[config.mk]
export PLATFORM = sky130hd
export DESIGN_NAME = nto_cmp
export DESIGN_NICKNAME = d
export VERILOG_FILES = /design/src/rtl/core/nto_pkg.sv /design/src/rtl/core/nto_cmp.sv
export SDC_FILE = /design/constraint.sdc
export NUM_CORES = 1
export LEC_CHECK = 0
export BUFFER_PORTS_ARGS = -buffer_cell sky130_fd_sc_hd__buf_2
export CAP_MARGIN = 25
export CORE_AREA = 2 2 392 394
export DETAILED_ROUTE_END_ITERATION = 7
export DIE_AREA = 0 0 394 396
export PLACE_DENSITY = 0.3
export SYNTH_ARGS = -nofsm -noshare
export SYNTH_HDL_FRONTEND = slang
export SYNTH_SLANG_ARGS = --single-unit
[constraint.sdc]
create_clock -name vclk -period 2.8
set_clock_uncertainty 0.15 [all_clocks]
set_input_delay 0 -clock vclk [all_inputs]
set_output_delay 0 -clock vclk [all_outputs]
set_load 0.005 [all_outputs]
[src/rtl/core/nto_pkg.sv]
// nto_pkg: shared types and constants for the node table core
// used by nto_table, nto_cmp and node_table_oldest_replace_core
package nto_pkg;

  localparam int ENTRIES_DEF = 64;
  localparam int WORD_W      = 64;
  localparam int KEY_W       = 256;
  localparam int ADDR_W      = 128;
  localparam int VER_W       = 32;
  localparam int REQ_W       = 2;

  localparam logic [REQ_W-1:0] REQ_DISCOVER = 2'd0;
  localparam logic [REQ_W-1:0] REQ_FORGET   = 2'd1;
  localparam logic [REQ_W-1:0] REQ_GET      = 2'd2;

  // key = {w3, w2, w1, w0}, addr = {hi, lo}
  typedef struct packed {
    logic [WORD_W-1:0] seen;
    logic [KEY_W-1:0]  key;
    logic [ADDR_W-1:0] addr;
    logic [WORD_W-1:0] path;
    logic [VER_W-1:0]  ver;
  } entry_t;

  localparam int ENTRY_W = $bits(entry_t);

  typedef struct packed {
    logic key_eq;
    logic addr_eq;
    logic live;
    logic older;
  } cmp_t;

  typedef struct packed {
    logic we;
    logic re;
  } mem_ctl_t;

endpackage

[src/rtl/core/nto_cmp.sv]
// nto_cmp: shared compare unit applied to one table entry per cycle
// depends on nto_pkg
module nto_cmp (
  input  nto_pkg::entry_t              ent,
  input  logic [nto_pkg::KEY_W-1:0]    key,
  input  logic [nto_pkg::ADDR_W-1:0]   addr,
  input  logic [nto_pkg::WORD_W-1:0]   vtime,
  output nto_pkg::cmp_t                res
);
  import nto_pkg::*;

  always_comb begin
    res.key_eq  = (ent.key == key);
    res.addr_eq = (ent.addr == addr);
    res.live    = (ent.seen != '0);
    res.older   = (ent.seen < vtime);
  end

endmodule
==> flow_metrics.env, run 1 <==
export IMPL_relSlewSlack_pct=48.6
export IMPL_netlist_area_mm2=0.00592
export IMPL_grt_antenna_before_repair=60
export IMPL_clkbuf_count=0
export IMPL_seq_area_um2=0
export IMPL_grt_pass1_wl_mm=80.8
export IMPL_final_core_util_pct=8.71
export IMPL_finalCritPeriodShare_pct=95.3
export IMPL_yosys_area_top_type_share_pct=51.0
export IMPL_yosysMostFrequentCell="xnor2_1"
export IMPL_hold_buffers=0
export IMPL_ant_nets=0
export IMPL_num_vias=9282
export IMPL_grt_max_degree=5
export IMPL_wl_per_cell_um=17.5
export IMPL_placementRows=143
export IMPL_finalSetupViolations=0
export IMPL_hold_worst_slack_ns=0.306
export IMPL_synth_cell_type_count=41
export IMPL_synth_seq_area_share_pct=0
export IMPL_port_buffers=900
export IMPL_initial_utilization_pct=3.91
export IMPL_syn_to_final_growth_pct=123
export IMPL_cp_end_kind="primary output"
export IMPL_die_w_um=394
export IMPL_place_hpwl_mm=64.1
export IMPL_nets=2738
export IMPL_syn_inst=761
export IMPL_gp_congestion=0.916
export IMPL_synth_area_leaders="xnor2_1, ha_1, nand4_1, nor4_1, xor2_1"
export IMPL_vdd_ir_drop_max_mv=0.0525
export IMPL_grt_total_usage_pct=7.75
export IMPL_cp_cell_sequence="buf_2 > xnor2_1 > nand4_1 > nor4_2 > buf_4 > nand4_1 > buf_4 > nor4_2 > buf_2"
export IMPL_period_minus_slack_ns=2.67
export IMPL_rsz0062_at_grt="no"
export IMPL_fin_ws_ns=0.132
export IMPL_arrival_ns=2.52
export IMPL_worstMarginPinSlew_ns=0.764
export IMPL_dieHeight_um=396
export IMPL_dr_pass1_iters=5
export IMPL_synthTopCellsByCount="xnor2_1, nand4_1, inv_1"
export IMPL_synth_top_area_cell="xnor2_1"
export IMPL_status="complete, no violations"
export IMPL_leakagePower_nw=5.64
export IMPL_cp_slowest_cell="nor4_2"
export IMPL_path_class="in2out"
export IMPL_p_per_area_mw_per_mm2=131
export IMPL_drcViolationCount=0
export IMPL_crit_path_max_fanout=1
export IMPL_yosys_warnings=0
export IMPL_worst_setup_path_start_kind="input pin"
export IMPL_dieArea_mm2=0.156
export IMPL_grt_pass1_vias=9538
export IMPL_drive_above_1_share_pct=55.1
export IMPL_routed_wl_mm=65.6
export IMPL_cpLargestDelayFamily="simple AND/OR/NAND/NOR gates"
export IMPL_io_pin_count=996
export IMPL_maxSlewViolCount=0
export IMPL_nFlopsAndLatches=0
export IMPL_place_ws_ns=-0.0480
export IMPL_cpPeakStageDelay_ns=0.56
export IMPL_drv_cap=0
export IMPL_final_hold_viol_count=0
export IMPL_min_path_type="in2out"
export IMPL_critPathBufInv=4
export IMPL_fmax_mhz=375
export IMPL_fp_coreArea_mm2=0.152
export IMPL_syn_nets=1816
export IMPL_fill_cells=18000
export IMPL_overflow=0
export IMPL_first_iter_violations=554
export IMPL_syn_area_per_cell_um2=7.78
export IMPL_cp_required_ns=2.65
export IMPL_via_per_inst=2.48
export IMPL_tns_ns=0
[metrics by stage]
stage | total power, mW | cell area, µm² | std cells
2_1_floorplan | 0.684 | 5920 | 761
3_3_place_gp | 1.75 | 13100 | 3711
3_5_place_dp | 1.74 | 13100 | 3711
4_1_cts | 1.75 | 13100 | 3711
5_1_grt | 1.89 | 13100 | 3713
6_report | 1.73 | 13200 | 3737
[repair_timing]
item	4_1_cts	5_1_grt
setup endpoints to repair	1	0
setup buffers	0	0
resized for setup	1	0
[worst paths after layout]
| path | startpoint | endpoint | slack, ns | cells after the start |
|---|---|---|---|---|
| max | key[229] | res[3] | 0.13 | 9 |
| min | ent[483] | res[1] | 0.31 | 5 |
[tightest hold or removal path, cell delays in order]
cell     delay [ns]
buf_2          0.09
nor4_1         0.05
nand4_1        0.09
or4_1          0.12
buf_2          0.11
[layer usage]
| metal | up-vias | global-route usage [%] | part of all wire (%) |
|---|---|---|---|
| met1 | 4120 | 10.9 | 46 |
| met3 | 51 | 2.34 | 9.3 |
| met5 | - | 0 | 0.18 |
| li1 | 4579 | - | - |
| met2 | 514 | 12.0 | 44 |
| met4 | 18 | 0.486 | 0.99 |
[area by class of cell]
cell class / count / area [µm²] / area share [%]
diodes: 26 / 65.1 / 0.493
well taps: 2030 / 2540 / 19.2
multi-input cells: 689 / 5670 / 43.0
repair buffers: 920 / 4650 / 35.3
inverters: 72 / 270 / 2.05
[power by group]
| part | internal, mW | leakage (nW) | switching [mW] | total, mW |
|---|---|---|---|---|
| Sequential | 0 | 0 | 0 | 0 |
| Combinational | 0.933 | 5.64 | 0.793 | 1.73 |
| Clock | 0.00000135 | 0.000165 | 0 | 0.00000135 |
[cells in the final DEF (no fill, tap or decap), drive strengths merged, types with 3 or more instances in the layout]
cell type | synthesis | final
nand3 | 4 | 4
nor2 | 6 | 6
buf | 0 | 920
a21o | 8 | 8
a221oi | 3 | 3
xor2 | 31 | 31
inv | 72 | 72
a21oi | 22 | 22
ha | 63 | 63
diode | 0 | 26
nand4 | 110 | 110
xnor2 | 345 | 345
nor4 | 48 | 48
o21ai | 5 | 5
nand2 | 13 | 13
[logic make-up (layout without fill, tap and decap cells)]
| family | after synthesis | in the layout | synth area share (%) |
|---|---|---|---|
| XOR/XNOR | 376 | 376 | 55.6 |
| AND/OR/NAND/NOR | 191 | 191 | 19.8 |
| buffers and inverters | 72 | 992 | 4.56 |
| adder cells (fa/ha/maj) | 63 | 63 | 13.3 |
| AO/OA/AOI/OAI | 59 | 59 | 6.68 |
| other | 0 | 26 | 0 |
No activity file was read; power rests on OpenSTA's default activity.
==> run 2: changes to the inputs <==
--- a/config.mk
+++ b/config.mk
@@ -7,9 +7,9 @@
 export LEC_CHECK = 0
 export BUFFER_PORTS_ARGS = -buffer_cell sky130_fd_sc_hd__buf_2
 export CAP_MARGIN = 25
-export CORE_AREA = 2 2 392 394
+export CORE_AREA = 2 2 389 391
 export DETAILED_ROUTE_END_ITERATION = 7
-export DIE_AREA = 0 0 394 396
+export DIE_AREA = 0 0 391 393
 export PLACE_DENSITY = 0.3
 export SYNTH_ARGS = -nofsm -noshare
 export SYNTH_HDL_FRONTEND = slang
==> flow_metrics.env, run 2 (synthesis gave the netlist of run 1 again) <==
export IMPL_status="complete, no violations"
export IMPL_clkbuf_count=0
export IMPL_arrival_ns=2.28
export IMPL_fmax_mhz=412
export IMPL_gp_congestion=0.858
export IMPL_vdd_ir_drop_max_mv=0.0458
export IMPL_placementRows=142
export IMPL_dieArea_mm2=0.154
export IMPL_period_minus_slack_ns=2.43
export IMPL_nFlopsAndLatches=0
export IMPL_grt_pass1_vias=9194
export IMPL_hold_buffers=0
export IMPL_cpPeakStageDelay_ns=0.59
export IMPL_final_hold_viol_count=0
export IMPL_place_area_mm2=0.0130
export IMPL_num_vias=9245
export IMPL_dieHeight_um=393
export IMPL_cts_resized=0
export IMPL_maxSlewViolCount=0
export IMPL_wl_per_cell_um=17.0
export IMPL_grt_max_degree=5
export IMPL_final_cell_mix="buf_2, xnor2_1, nand4_1"
export IMPL_nets=2732
export IMPL_multi_input_area_mm2=0.00566
export IMPL_cp_cell_sequence="buf_2 > xnor2_1 > nand4_1 > nor4_1 > nand4_1 > nor4_1 > buf_2"
export IMPL_grt_total_usage_pct=7.27
export IMPL_power_mw=1.73
export IMPL_final_common_cell="buf_2"
export IMPL_dp_cells=3619
export IMPL_ant_nets=0
export IMPL_dr_pass1_iters=5
export IMPL_leakagePower_nw=5.61
export IMPL_rsz0062_at_grt="no"
export IMPL_via_per_inst=2.55
export IMPL_min_path_type="in2out"
export IMPL_drv_cap=0
export IMPL_finalSetupViolations=0
export IMPL_worstMarginPinSlew_ns=0.806
export IMPL_die_w_um=391
export IMPL_cp_end_kind="primary output"
export IMPL_seq_area_um2=0
export IMPL_grt_antenna_before_repair=52
export IMPL_finalCritPeriodShare_pct=86.7
export IMPL_first_iter_violations=355
export IMPL_port_buffers=900
export IMPL_place_ws_ns=0.134
export IMPL_initial_utilization_pct=3.97
export IMPL_relSlewSlack_pct=45.7
export IMPL_grt_pass1_wl_mm=75.4
export IMPL_hold_worst_slack_ns=0.269
export IMPL_fin_ws_ns=0.374
export IMPL_post_cts_buffers=0
export IMPL_fp_coreArea_mm2=0.149
export IMPL_p_per_area_mw_per_mm2=133
export IMPL_syn_to_final_growth_pct=119
export IMPL_path_class="in2out"
export IMPL_io_pin_count=996
export IMPL_overflow=0
export IMPL_final_core_util_pct=8.69
export IMPL_tns_ns=0
export IMPL_fin_area_mm2=0.0130
export IMPL_cp_slowest_cell="nor4_1"
export IMPL_fill_cells=17700
export IMPL_worst_setup_path_start_kind="input pin"
export IMPL_cp_required_ns=2.65
export IMPL_crit_path_max_fanout=1
export IMPL_drcViolationCount=0
export IMPL_place_hpwl_mm=60.3
export IMPL_layout_cells_non_filler=3620
export IMPL_drive_above_1_share_pct=54.9
export IMPL_routed_wl_mm=61.5
==> run 2: critical path, delay by kind of cell <==
family | cells | cell delay [ns]
XOR/XNOR | 1 | 0.58
AND/OR/NAND/NOR | 4 | 1.36
buffers and inverters | 2 | 0.32
==> run 2: per-layer routing <==
metal	vias to the layer above	part of all wire, %	GRT usage (%)
met2	529	46	11.8
met1	4112	44	9.93
li1	4534	-	-
met4	14	0.71	0.176
met3	56	9.4	2.12
met5	-	0.15	0
==> run 2: area by class of cell <==
cell class,count,share of cell area [%]
tap,1944,18.8
inverter,72,2.08
multi-input combinational,689,43.6
antenna,1,0.0193
timing repair buffer,914,35.5
==> run 2: path summary, 6_finish.rpt <==
kind                  from  endpoint  slack (ns)  cells past startpoint
setup / recovery  key[184]    res[3]        0.37                      7
hold / removal    ent[484]    res[1]        0.27                      5
==> run 2: power by group <==
group            total (mW)  internal [mW]  switching (mW)
combinational          1.73          0.931           0.796
sequential                0              0               0
clock          0.0000000492   0.0000000492               0
total                  1.73          0.931           0.796
